## src/rtl/lkl_pkg.sv

```systemverilog
package lkl_pkg;

    localparam int KEY_W = 32;
    localparam int CAP_W = 5;
    localparam logic [CAP_W-1:0] CAP_RESET = 5'd16;

    localparam logic OP_ACCESS = 1'b0;
    localparam logic OP_DUMP   = 1'b1;

    typedef enum logic [1:0] {
        ST_IDLE,
        ST_UPDATE,
        ST_DUMP
    } state_t;

    // controller -> datapath
    typedef struct packed {
        logic capture;     // latch key and hit vector on an access transfer
        logic update;      // apply move-to-front / insert
        logic dump_start;  // clear the dump position
        logic emit;        // load output with head entry, rotate list
        logic emit_empty;  // load output with the empty-list marker
    } dp_cmd_t;

    // datapath -> controller
    typedef struct packed {
        logic list_empty;
        logic emit_last;
        logic out_free;
    } dp_status_t;

endpackage

```

## src/rtl/lkl_ctrl.sv

```systemverilog
module lkl_ctrl (
    input  logic                aclk,
    input  logic                aresetn,
    input  logic                s_valid,
    input  logic                s_opcode,
    output logic                s_ready,
    input  lkl_pkg::dp_status_t status,
    output lkl_pkg::dp_cmd_t    cmd
);

    lkl_pkg::state_t state_reg;
    lkl_pkg::state_t state_next;

    always_ff @(posedge aclk) begin
        if (!aresetn) begin
            state_reg <= lkl_pkg::ST_IDLE;
        end else begin
            state_reg <= state_next;
        end
    end

    always_comb begin
        state_next = state_reg;
        unique case (state_reg)
            lkl_pkg::ST_IDLE: begin
                if (s_valid) begin
                    state_next = (s_opcode == lkl_pkg::OP_ACCESS) ? lkl_pkg::ST_UPDATE
                                                                  : lkl_pkg::ST_DUMP;
                end
            end
            lkl_pkg::ST_UPDATE: begin
                state_next = lkl_pkg::ST_IDLE;
            end
            lkl_pkg::ST_DUMP: begin
                if (status.out_free && (status.list_empty || status.emit_last)) begin
                    state_next = lkl_pkg::ST_IDLE;
                end
            end
            default: begin
                state_next = lkl_pkg::ST_IDLE;
            end
        endcase
    end

    always_comb begin
        s_ready = 1'b0;
        cmd     = '0;
        unique case (state_reg)
            lkl_pkg::ST_IDLE: begin
                s_ready        = 1'b1;
                cmd.capture    = s_valid && (s_opcode == lkl_pkg::OP_ACCESS);
                cmd.dump_start = s_valid && (s_opcode == lkl_pkg::OP_DUMP);
            end
            lkl_pkg::ST_UPDATE: begin
                cmd.update = 1'b1;
            end
            lkl_pkg::ST_DUMP: begin
                cmd.emit       = status.out_free && !status.list_empty;
                cmd.emit_empty = status.out_free && status.list_empty;
            end
            default: begin
                s_ready = 1'b0;
            end
        endcase
    end

endmodule

```

## src/rtl/lkl_datapath.sv

```systemverilog
module lkl_datapath #(
    parameter int MAX_ENTRIES = 16
) (
    input  logic                               aclk,
    input  logic                               aresetn,
    input  logic                               cfg_wr_en,
    input  logic [lkl_pkg::CAP_W-1:0]          cfg_wr_data,
    input  logic signed [lkl_pkg::KEY_W-1:0]   s_key,
    input  lkl_pkg::dp_cmd_t                   cmd,
    output lkl_pkg::dp_status_t                status,
    input  logic                               m_ready,
    output logic                               m_valid,
    output logic signed [lkl_pkg::KEY_W-1:0]   m_entry_key,
    output logic                               m_entry_valid,
    output logic                               m_last
);

    localparam int CW = $clog2(MAX_ENTRIES + 1);
    localparam int EW = (CW > lkl_pkg::CAP_W) ? CW : lkl_pkg::CAP_W;

    // list storage: index 0 is newest; an update shifts entries back from the head,
    // a dump rotates the occupied part toward the head
    logic [lkl_pkg::KEY_W-1:0] keys_reg  [MAX_ENTRIES];
    logic [lkl_pkg::KEY_W-1:0] keys_next [MAX_ENTRIES];

    logic [CW-1:0]              count_reg, count_next;
    logic [CW-1:0]              idx_reg, idx_next;
    logic [lkl_pkg::CAP_W-1:0]  cap_reg;
    logic [lkl_pkg::KEY_W-1:0]  key_cap_reg;
    logic [MAX_ENTRIES-1:0]     hit_reg, hit_next;

    logic                       out_valid_reg, out_valid_next;
    logic [lkl_pkg::KEY_W-1:0]  out_key_reg, out_key_next;
    logic                       out_entry_valid_reg, out_entry_valid_next;
    logic                       out_last_reg, out_last_next;

    logic [EW-1:0]              eff_cap;
    logic [EW-1:0]              count_ext;
    logic [EW-1:0]              upto;
    logic                       any_hit;
    logic                       room;
    logic [CW-1:0]              count_m1;
    logic [MAX_ENTRIES-1:0]     shift_en;
    logic                       hit_seen;

    // clamp capacity to [1, MAX_ENTRIES]
    always_comb begin
        if (cap_reg == '0) begin
            eff_cap = EW'(1);
        end else if (EW'(cap_reg) > EW'(MAX_ENTRIES)) begin
            eff_cap = EW'(MAX_ENTRIES);
        end else begin
            eff_cap = EW'(cap_reg);
        end
    end

    assign count_ext = EW'(count_reg);
    assign count_m1  = count_reg - CW'(1);
    assign any_hit   = |hit_reg;
    assign room      = count_ext < eff_cap;

    // deepest slot touched by an insert on a miss
    always_comb begin
        if (room) begin
            upto = count_ext;
        end else begin
            upto = count_ext - EW'(1);
        end
        if (upto > EW'(MAX_ENTRIES - 1)) begin
            upto = EW'(MAX_ENTRIES - 1);
        end
    end

    // on a hit, slots up to the first match shift back; on a miss up to upto
    always_comb begin
        hit_seen    = 1'b0;
        shift_en    = '0;
        for (int i = 0; i < MAX_ENTRIES; i++) begin
            if (i > 0) begin
                shift_en[i] = any_hit ? !hit_seen : (EW'(i) <= upto);
            end
            hit_seen = hit_seen | hit_reg[i];
        end
    end

    always_comb begin
        for (int i = 0; i < MAX_ENTRIES; i++) begin
            hit_next[i] = (keys_reg[i] == s_key) && (CW'(i) < count_reg);
        end
    end

    always_comb begin
        for (int i = 0; i < MAX_ENTRIES; i++) begin
            keys_next[i] = keys_reg[i];
        end
        count_next = count_reg;
        if (cmd.update) begin
            keys_next[0] = key_cap_reg;
            for (int i = 1; i < MAX_ENTRIES; i++) begin
                if (shift_en[i]) begin
                    keys_next[i] = keys_reg[i-1];
                end
            end
            if (!any_hit && room) begin
                count_next = count_reg + CW'(1);
            end
        end else if (cmd.emit) begin
            // rotate the occupied part by one so the next entry reaches the head
            for (int i = 0; i < MAX_ENTRIES; i++) begin
                if (CW'(i) == count_m1) begin
                    keys_next[i] = keys_reg[0];
                end else if ((CW'(i) < count_m1) && (i < MAX_ENTRIES - 1)) begin
                    keys_next[i] = keys_reg[(i < MAX_ENTRIES - 1) ? i + 1 : i];
                end
            end
        end
    end

    always_comb begin
        idx_next = idx_reg;
        if (cmd.dump_start) begin
            idx_next = '0;
        end else if (cmd.emit) begin
            idx_next = idx_reg + CW'(1);
        end
    end

    always_comb begin
        out_valid_next       = out_valid_reg && !m_ready;
        out_key_next         = out_key_reg;
        out_entry_valid_next = out_entry_valid_reg;
        out_last_next        = out_last_reg;
        if (cmd.emit) begin
            out_valid_next       = 1'b1;
            out_key_next         = keys_reg[0];
            out_entry_valid_next = 1'b1;
            out_last_next        = (idx_reg == count_m1);
        end else if (cmd.emit_empty) begin
            out_valid_next       = 1'b1;
            out_key_next         = '0;
            out_entry_valid_next = 1'b0;
            out_last_next        = 1'b1;
        end
    end

    always_ff @(posedge aclk) begin
        if (!aresetn) begin
            count_reg     <= '0;
            idx_reg       <= '0;
            cap_reg       <= lkl_pkg::CAP_RESET;
            out_valid_reg <= 1'b0;
        end else begin
            count_reg     <= count_next;
            idx_reg       <= idx_next;
            out_valid_reg <= out_valid_next;
            if (cfg_wr_en) begin
                cap_reg <= cfg_wr_data;
            end
        end
    end

    always_ff @(posedge aclk) begin
        for (int i = 0; i < MAX_ENTRIES; i++) begin
            keys_reg[i] <= keys_next[i];
        end
        if (cmd.capture) begin
            key_cap_reg <= s_key;
            hit_reg     <= hit_next;
        end
        out_key_reg         <= out_key_next;
        out_entry_valid_reg <= out_entry_valid_next;
        out_last_reg        <= out_last_next;
    end

    assign status.list_empty = (count_reg == '0);
    assign status.emit_last  = (idx_reg == count_m1);
    assign status.out_free   = !out_valid_reg || m_ready;

    assign m_valid       = out_valid_reg;
    assign m_entry_key   = out_key_reg;
    assign m_entry_valid = out_entry_valid_reg;
    assign m_last        = out_last_reg;

endmodule

```

## src/rtl/lru_key_list.sv

```systemverilog
// LRU key list: holds up to MAX_ENTRIES 32-bit keys in recency order, with the
// live limit set by the 5-bit capacity register (0 acts as 1, values above
// MAX_ENTRIES act as MAX_ENTRIES; reset value 16). Opcode 0 accesses s_key: a
// hit moves it to the front, a miss inserts it at the front and drops the
// oldest key once the list is at capacity. Lowering capacity below the current
// count keeps the stored keys; later misses then replace the oldest key one
// for one. An access produces no output transfer: the transfer cycle compares
// the key against every entry in parallel and registers the hit vector, the
// next cycle shifts the list while the block is not ready for input.
// Opcode 1 dumps the list newest first, one output transfer per key with
// m_last on the final one; an empty list gives a single transfer with
// m_entry_valid low, m_entry_key zero and m_last high. In a dump, entries
// leave through the list head one per cycle while m_ready stays high, as the
// occupied part rotates.
// A new input transfer is taken once the previous item is finished, even
// while the last result still waits in the output register. Write capacity
// only while the block is idle.
module lru_key_list #(
    parameter int MAX_ENTRIES = 16
) (
    input  logic                              aclk,
    input  logic                              aresetn,

    input  logic                              cfg_wr_en,
    input  logic [lkl_pkg::CAP_W-1:0]         cfg_wr_data,

    input  logic                              s_valid,
    output logic                              s_ready,
    input  logic                              s_opcode,
    input  logic signed [lkl_pkg::KEY_W-1:0]  s_key,

    output logic                              m_valid,
    input  logic                              m_ready,
    output logic signed [lkl_pkg::KEY_W-1:0]  m_entry_key,
    output logic                              m_entry_valid,
    output logic                              m_last
);

    lkl_pkg::dp_cmd_t    cmd;
    lkl_pkg::dp_status_t status;

    // sequencing: idle / list update / dump
    lkl_ctrl u_ctrl (
        .aclk     (aclk),
        .aresetn  (aresetn),
        .s_valid  (s_valid),
        .s_opcode (s_opcode),
        .s_ready  (s_ready),
        .status   (status),
        .cmd      (cmd)
    );

    // key storage, parallel compare, count, capacity and output register
    lkl_datapath #(
        .MAX_ENTRIES (MAX_ENTRIES)
    ) u_datapath (
        .aclk          (aclk),
        .aresetn       (aresetn),
        .cfg_wr_en     (cfg_wr_en),
        .cfg_wr_data   (cfg_wr_data),
        .s_key         (s_key),
        .cmd           (cmd),
        .status        (status),
        .m_ready       (m_ready),
        .m_valid       (m_valid),
        .m_entry_key   (m_entry_key),
        .m_entry_valid (m_entry_valid),
        .m_last        (m_last)
    );

endmodule

```

## config.mk

```make
export PLATFORM = sky130hd
export DESIGN_NAME = lru_key_list
export DESIGN_NICKNAME = d
export VERILOG_FILES = /design/src/rtl/lkl_pkg.sv /design/src/rtl/lkl_ctrl.sv /design/src/rtl/lkl_datapath.sv /design/src/rtl/lru_key_list.sv
export SDC_FILE = /design/constraint.sdc
export NUM_CORES = 2
export LEC_CHECK = 0
export BUFFER_PORTS_ARGS = -buffer_cell sky130_fd_sc_hd__buf_2
export CORE_MARGIN = 2
export CORE_UTILIZATION = 35
export DETAILED_ROUTE_END_ITERATION = 10
export PLACE_DENSITY = 0.56
export SLEW_MARGIN = 20
export SYNTH_ARGS = -nofsm -noshare
export SYNTH_HDL_FRONTEND = slang
export SYNTH_SLANG_ARGS = --single-unit
```

## constraint.sdc

```tcl
create_clock -name aclk -period 5.6 [get_ports aclk]
set_input_delay 0.84 -clock aclk [delete_from_list [all_inputs] [get_ports aclk]]
set_output_delay 0.84 -clock aclk [all_outputs]
set_load 0.02 [all_outputs]
```

After elaboration in Yosys (flattened, before gate mapping)
Memories as Yosys holds them, arrays and structs flattened.
Cells that the tools add are included.
{"block": "word_totals", "memories": 1, "in_bits": 43, "latchBits": 0, "ramBits": 512, "regBits": 100, "word_cells": 250, "mem_bits_ro": 0}
{"block": "op_classes", "n_mul": 0, "bitwise": 16, "eq_ne": 36, "add_sub_neg": 3, "shifts": 0, "mux": 82, "n_reduce_logical": 53, "n_lt_le_gt_ge": 49, "div_mod_pow": 0}
{"memory": "u_datapath.keys_reg", "depth": 16, "word_bits": 32, "rd": 16, "rd_clocked_by_memory_dff": 0, "write_ports": 16, "line_no": "lkl_datapath.sv:23", "rtl": "logic [lkl_pkg::KEY_W-1:0] keys_reg [MAX_ENTRIES];"}
{"operator": "32-bit two-way mux", "count": 48}
{"operator": "512-bit two-way mux", "count": 2}
{"operator": "32-bit equality test", "count": 16}
{"operator": "4-bit by 5-bit < comparator with 1-bit output, first input constant", "count": 15}
{"operator": "4-bit by 5-bit equality test with 1-bit output, first input constant", "count": 8}
{"operator": "4-bit by 5-bit less-or-equal comparator with 1-bit output, first input constant", "count": 8}
{"operator": "3-bit by 5-bit < comparator with 1-bit output, first input constant", "count": 8}
{"operator": "1-bit logical AND", "count": 23}
{"operator": "1-bit two-way mux", "count": 23}
{"operator": "3-bit by 5-bit equality test with 1-bit output, first input constant", "count": 4}
{"operator": "3-bit by 5-bit less-or-equal comparator with 1-bit output, first input constant", "count": 4}
{"operator": "1-bit by 5-bit < comparator with 1-bit output, first input constant", "count": 4}
{"operator": "2-bit by 5-bit < comparator with 1-bit output, first input constant", "count": 4}
{"operator": "5-bit two-way mux", "count": 4}
{"operator": "1-bit zero test", "count": 19}
{"operator": "16-bit OR reduction", "count": 1}
{"operator": "5-bit zero test", "count": 3}
{"operator": "1-bit bitwise OR", "count": 14}
{"operator": "5-bit by 1-bit adder with 5-bit output, second input constant", "count": 2}
{"operator": "2-bit by 5-bit equality test with 1-bit output, first input constant", "count": 2}
{"operator": "2-bit by 5-bit less-or-equal comparator with 1-bit output, first input constant", "count": 2}
{"operator": "2-bit two-way mux", "count": 4}
{"operator": "1-bit by 5-bit equality test with 1-bit output, first input constant", "count": 1}
{"operator": "5-bit equality test", "count": 1}
{"operator": "other kinds (16)", "count": 19}

Logic depth before layout (Yosys ltp)
{"block": "depth", "word_depth": 18, "ltp_mapped": 12, "ltp_nobuf": 9}

Hierarchy
From an unflattened synthesis, not the netlist that was laid out.
{"block": "unflattened", "cells_unflattened": 3244, "hier_area_um2": 35765.6}
{"module": "lkl_datapath", "n_inst": 1, "seq_area_each_um2": 18147.4, "area_per_inst_um2": 35646.7, "cells_each": 3231}
{"module": "lkl_ctrl", "n_inst": 1, "seq_area_each_um2": 40.0, "area_per_inst_um2": 118.9, "cells_each": 13}

Worst setup path before layout
No wires, ideal clock.
{"block": "synth_timing", "path_type": "flip-flop to flip-flop", "start": "register, netlist name u_datapath.count_ext[1]", "end": "memory u_datapath.keys_reg[1][192] (netlist bit) (enable)", "n_path_buf": 1, "required_time_ps": 5089, "arrival_ps": 5275, "path_stages_with_launch": 10, "setup_slack_ps": -186, "path_cell_list": "dfxtp_1 > clkbuf_1 > inv_1 > ha_1 > or3b_4 > nor2_1 > a22oi_1 > xor2_1 > and4b_1 > o41ai_1"}
{"item": "end: declaration", "line_no": "lkl_datapath.sv:23"}

==> results by stage <==
Placed design:
- The placed standard-cell area is 37700 µm².
- The final weighted congestion of routability-driven global placement is 0.898.
- After detailed placement, the design holds a cell count of 4633.
- The detailed-placement wirelength estimate is 91300 µm.
- During placement, the flow inserted port buffers numbering 78.

Detailed routing:
- The post-detailed-route count of antenna-violating nets is 0.
- The number of violations reported at the end of detailed-routing iteration 0 is 2946.
- After detailed routing, the total wire length is 126000 µm.
- After detailed routing, the number of remaining DRC violations is 0.
- After detailed routing, the wire length on met1 is 55400 µm.
- After detailed routing, the average wire length per cell comes to 26.4 µm.
- In the routed layout, each cell is associated on average with a via count of 5.59.
- The routed design uses 9450 µm of met3 wire.
- After detailed routing, the met2 layer carries 58000 µm of wire.
- The highest metal layer with signal wires is met5.
- The pre-antenna-repair detailed-routing pass consisted of 5 iterations.
- Across all layers, the routed design uses 26700 vias.

Floorplan:
- The initial utilization of the core area, before any placement, comes to 35.4%.
- During I/O placement, the number of pins put on the boundary was 79.
- The width of the die is 326 µm.
- The region available for standard cell placement spans 102000 µm².
- The cell row count is 117.
- The height of the chip is 326 µm.
- The floorplan step defined a die boundary enclosing 106000 µm².

Synthesis:
- The post-synth net total is 3480.
- Counting flops with an async set or reset pin after synthesis yields a share of 0%.
- The post-synthesis instance total is 3427.
- Among all flip-flop cells after synthesis, the most frequent one is sky130_fd_sc_hd__edfxtp_1.
- The count of flip-flops with a built-in enable after synthesis is 593.
- By area the synthesized netlist is led by sky130_fd_sc_hd__edfxtp_1 49%, sky130_fd_sc_hd__mux2i_1 12%, sky130_fd_sc_hd__xor2_1 7.1%, sky130_fd_sc_hd__nand2_1 6.8%, sky130_fd_sc_hd__xnor2_1 5.6%.
- The area share of the leading cell type in the synthesized netlist is 49.2%.
- The number of distinct library cells after synthesis is 72.
- The count of warnings emitted by yosys is 0.
- After synthesis the netlist holds a flip-flop and latch count of 612.
- The library cell with the largest summed area after synthesis is sky130_fd_sc_hd__edfxtp_1.
- Each instance of the synthesized netlist takes up on average 10.6 µm².
- The share of the Yosys chip area taken by registers is 50.2%.
- The netlist area before placement is 36200 µm².

Clock network:
- Counting the buffers created by CTS gives 73.
- The H-tree was split into 3 levels.
- The master cell of the clock root buffer is sky130_fd_sc_hd__clkbuf_16.
- In this run, post-CTS repair resized a total of 0 instances.
- The clock tree from TritonCTS is done.
- Buffers inserted to repair hold after CTS numbered 0.
- The latest clock arrival within the worst-skew pair is 0.64 ns.
- The tree built by TritonCTS fans out to 612 sinks.
- The largest buffer count on any clock path is 3.
- The number of setup buffers added after CTS is 0.
- After clock tree synthesis, the clock-pin slew on the worst setup and hold paths is 0.06 ns.

Cells and area:
- The library cells used most frequently in the layout, excluding fill and tap cells, are 646 x sky130_fd_sc_hd__nand2_1, 593 x sky130_fd_sc_hd__edfxtp_1, 421 x sky130_fd_sc_hd__mux2i_1, 346 x sky130_fd_sc_hd__o21ai_1, 295 x sky130_fd_sc_hd__xor2_1.
- The post-route cell area is 40100 µm².
- The core occupancy in the finished layout is 39.2%.
- The number of flip-flops in the largest register is 512.
- In the final layout, the share of cells above drive strength 1 is 9.62%.
- The final non-filler cell total is 4766.
- The number of antenna diodes in the final layout is 0.
- The relative area change from synthesis to final layout is 10.7%.
- The final layout contains 3395 nets.
- The library cell used most frequently in the layout, excluding fill and tap cells, is sky130_fd_sc_hd__nand2_1.

Setup path:
- The critical path runs through a total of 8 cells.
- The startpoint kind of the worst setup timing path is a flop.
- The total buffers and inverters traversed by the critical path is 2.
- At the worst endpoint, the arrival time is 4.35 ns.
- Data on the critical path is required at its endpoint by 5.87 ns.
- The worst setup path is of the reg -> reg kind.
- The kind of cell adding the most delay to the critical path is compound AO/OA/AOI/OAI gates.
- The slowest cell on the critical path is sky130_fd_sc_hd__dfxtp_1.
- On the worst path, the slowest cell contributes a delay of 0.82 ns.
- The signal on the critical path passes through inv_1, ha_1, or3b_4, a2bb2o_4, a22oi_2, nor3_1, a222oi_1, buf_4.
- The number of cells on the worst reg-to-reg path is 8.
- In this run the worst path has a maximum fanout of 32.
- STA classifies the critical path endpoint as a flop.

Hold path:
- The worst hold path passes through 2 cells.
- The tightest min-delay check is of the reg -> reg type.

GRT:
- The via count of the first global-routing pass came to 26600.
- The pin count of the biggest net entering global routing is 256.
- Global routing used 23.0% of the available tracks.
- The initial antenna violation count was 7.
- For this run the aggregate overflow at the end of global routing stands at 0.
- The wire length of the first global-routing pass is 182000 µm.

STA:
- On the final layout, the worst clock skew is 0.0239 ns.
- Setup repair after global routing left no endpoint under its margin.
- The transition time at the pin with the least slew margin is 1.25 ns.
- In the final timing run, aggregate negative setup slack is 0 ns.
- The worst hold margin is 0.442 ns.
- Setup violations remaining at the end of the flow were counted as 0.
- The final number of hold-violating endpoints is 0.
- The timing-limited maximum frequency is 245 MHz.
- In this run the tightest slew margin relative to its limit is 16.2%.
- The max-slew violation total from the final report is 0.
- In the finished design, the share of the clock period the worst path needs comes to 72.8%.
- The minimum period implied by the final worst setup slack is 4.08 ns.

Pwr:
- The register share of total power is 48.2%.
- The largest voltage drop on the vdd net is 0.208 mV.
- In this run the static leakage power is 13.9 nW.
- The internal power consumption is 8.00 mW.
- Per report_power, the clock group accounts for 44.9% of the total.
- Of the total power, the share spent switching nets is 24.5%.
- The power per cell area is 264 nW/µm².
- The switching power is 2.59 mW.
- Combinational logic burns 6.9% of the power.

Status:
- The run finished with clean final reports.

Run:
- Across the run, the number of max-cap violations was 0.
-- cell families (layout without fill, tap and decap cells) --
kind of cell | count (synthesis) | in the layout | synth area share (%)
buf+inv | 322 | 293 | 4.04
simple gates | 979 | 979 | 12.1
mux | 454 | 454 | 12.7
flops | 612 | 612 | 50.2
compound gates | 525 | 525 | 7.86
fa+ha+maj | 10 | 10 | 0.346
xor+xnor | 525 | 525 | 12.7
-- final timing paths --
kind | startpoint | to | slack, ns
hold reg to reg | u_datapath.m_entry_valid | u_datapath.m_entry_valid | 0.44
setup reg to reg | u_datapath.count_ext[1] | u_datapath.keys_reg[0][114] | 1.52
hold / removal | u_datapath.m_entry_valid | u_datapath.m_entry_valid | 0.44
setup / recovery | u_datapath.count_ext[1] | u_datapath.keys_reg[0][114] | 1.52
-- area by class of cell --
| class | count | area (µm²) |
|---|---|---|
| multi-input combinational | 2493 | 16800 |
| tap | 1368 | 1710 |
| fill | 10200 | 62100 |
| sequential | 612 | 18200 |
| clock buffer | 93 | 1970 |
| timing repair buffer | 149 | 988 |
| clock inverter | 38 | 348 |
| inverter | 13 | 48.8 |
-- worst min-delay path: cells and delay by family, from the launching register on --
kind | cells | cell delay (ns)
DFF | 1 | 0.31
and+or+nand+nor | 2 | 0.09
-- power by group through the flow --
stage,clock network (mW),logic [mW],registers (mW)
2_1_floorplan,0,0.475,5.16
3_3_place_gp,0,0.709,5.20
3_5_place_dp,0,0.715,5.20
4_1_cts,4.84,0.718,5.10
5_1_grt,5.01,0.778,5.10
6_report,4.76,0.732,5.10
-- synthesized netlist by cell type (14+ instances only) --
master                       n
sky130_fd_sc_hd__mux2i_1   421
sky130_fd_sc_hd__clkbuf_1  209
sky130_fd_sc_hd__buf_6      14
sky130_fd_sc_hd__nand3_1    30
sky130_fd_sc_hd__buf_1      14
sky130_fd_sc_hd__buf_2      57
sky130_fd_sc_hd__dfxtp_1    19
sky130_fd_sc_hd__mux2_2     33
sky130_fd_sc_hd__edfxtp_1  593
sky130_fd_sc_hd__nor4_1     92
sky130_fd_sc_hd__and2_1     41
sky130_fd_sc_hd__xnor2_1   230
sky130_fd_sc_hd__nor2_1     36
sky130_fd_sc_hd__nand4_1    72
sky130_fd_sc_hd__xor2_1    295
sky130_fd_sc_hd__a21oi_1    20
sky130_fd_sc_hd__o21ai_0    91
sky130_fd_sc_hd__o21ai_1   349
sky130_fd_sc_hd__nand2_1   651
-- metrics by stage --
step / setup WS [ns] / total power, mW
2_1_floorplan: 0.520 / 5.64
3_3_place_gp: 1.44 / 5.91
3_5_place_dp: 1.37 / 5.91
4_1_cts: 1.32 / 10.7
5_1_grt: 1.33 / 10.9
6_report: 1.52 / 10.6
-- per-layer routing --
metal / global-route usage [%] / vias up
met3: 4.57 / 168
met4: 5.83 / 8
met2: 36.7 / 970
li1: - / 12000
met1: 31.8 / 13500
met5: 0 / -
Power figures use the tool's default switching activity.
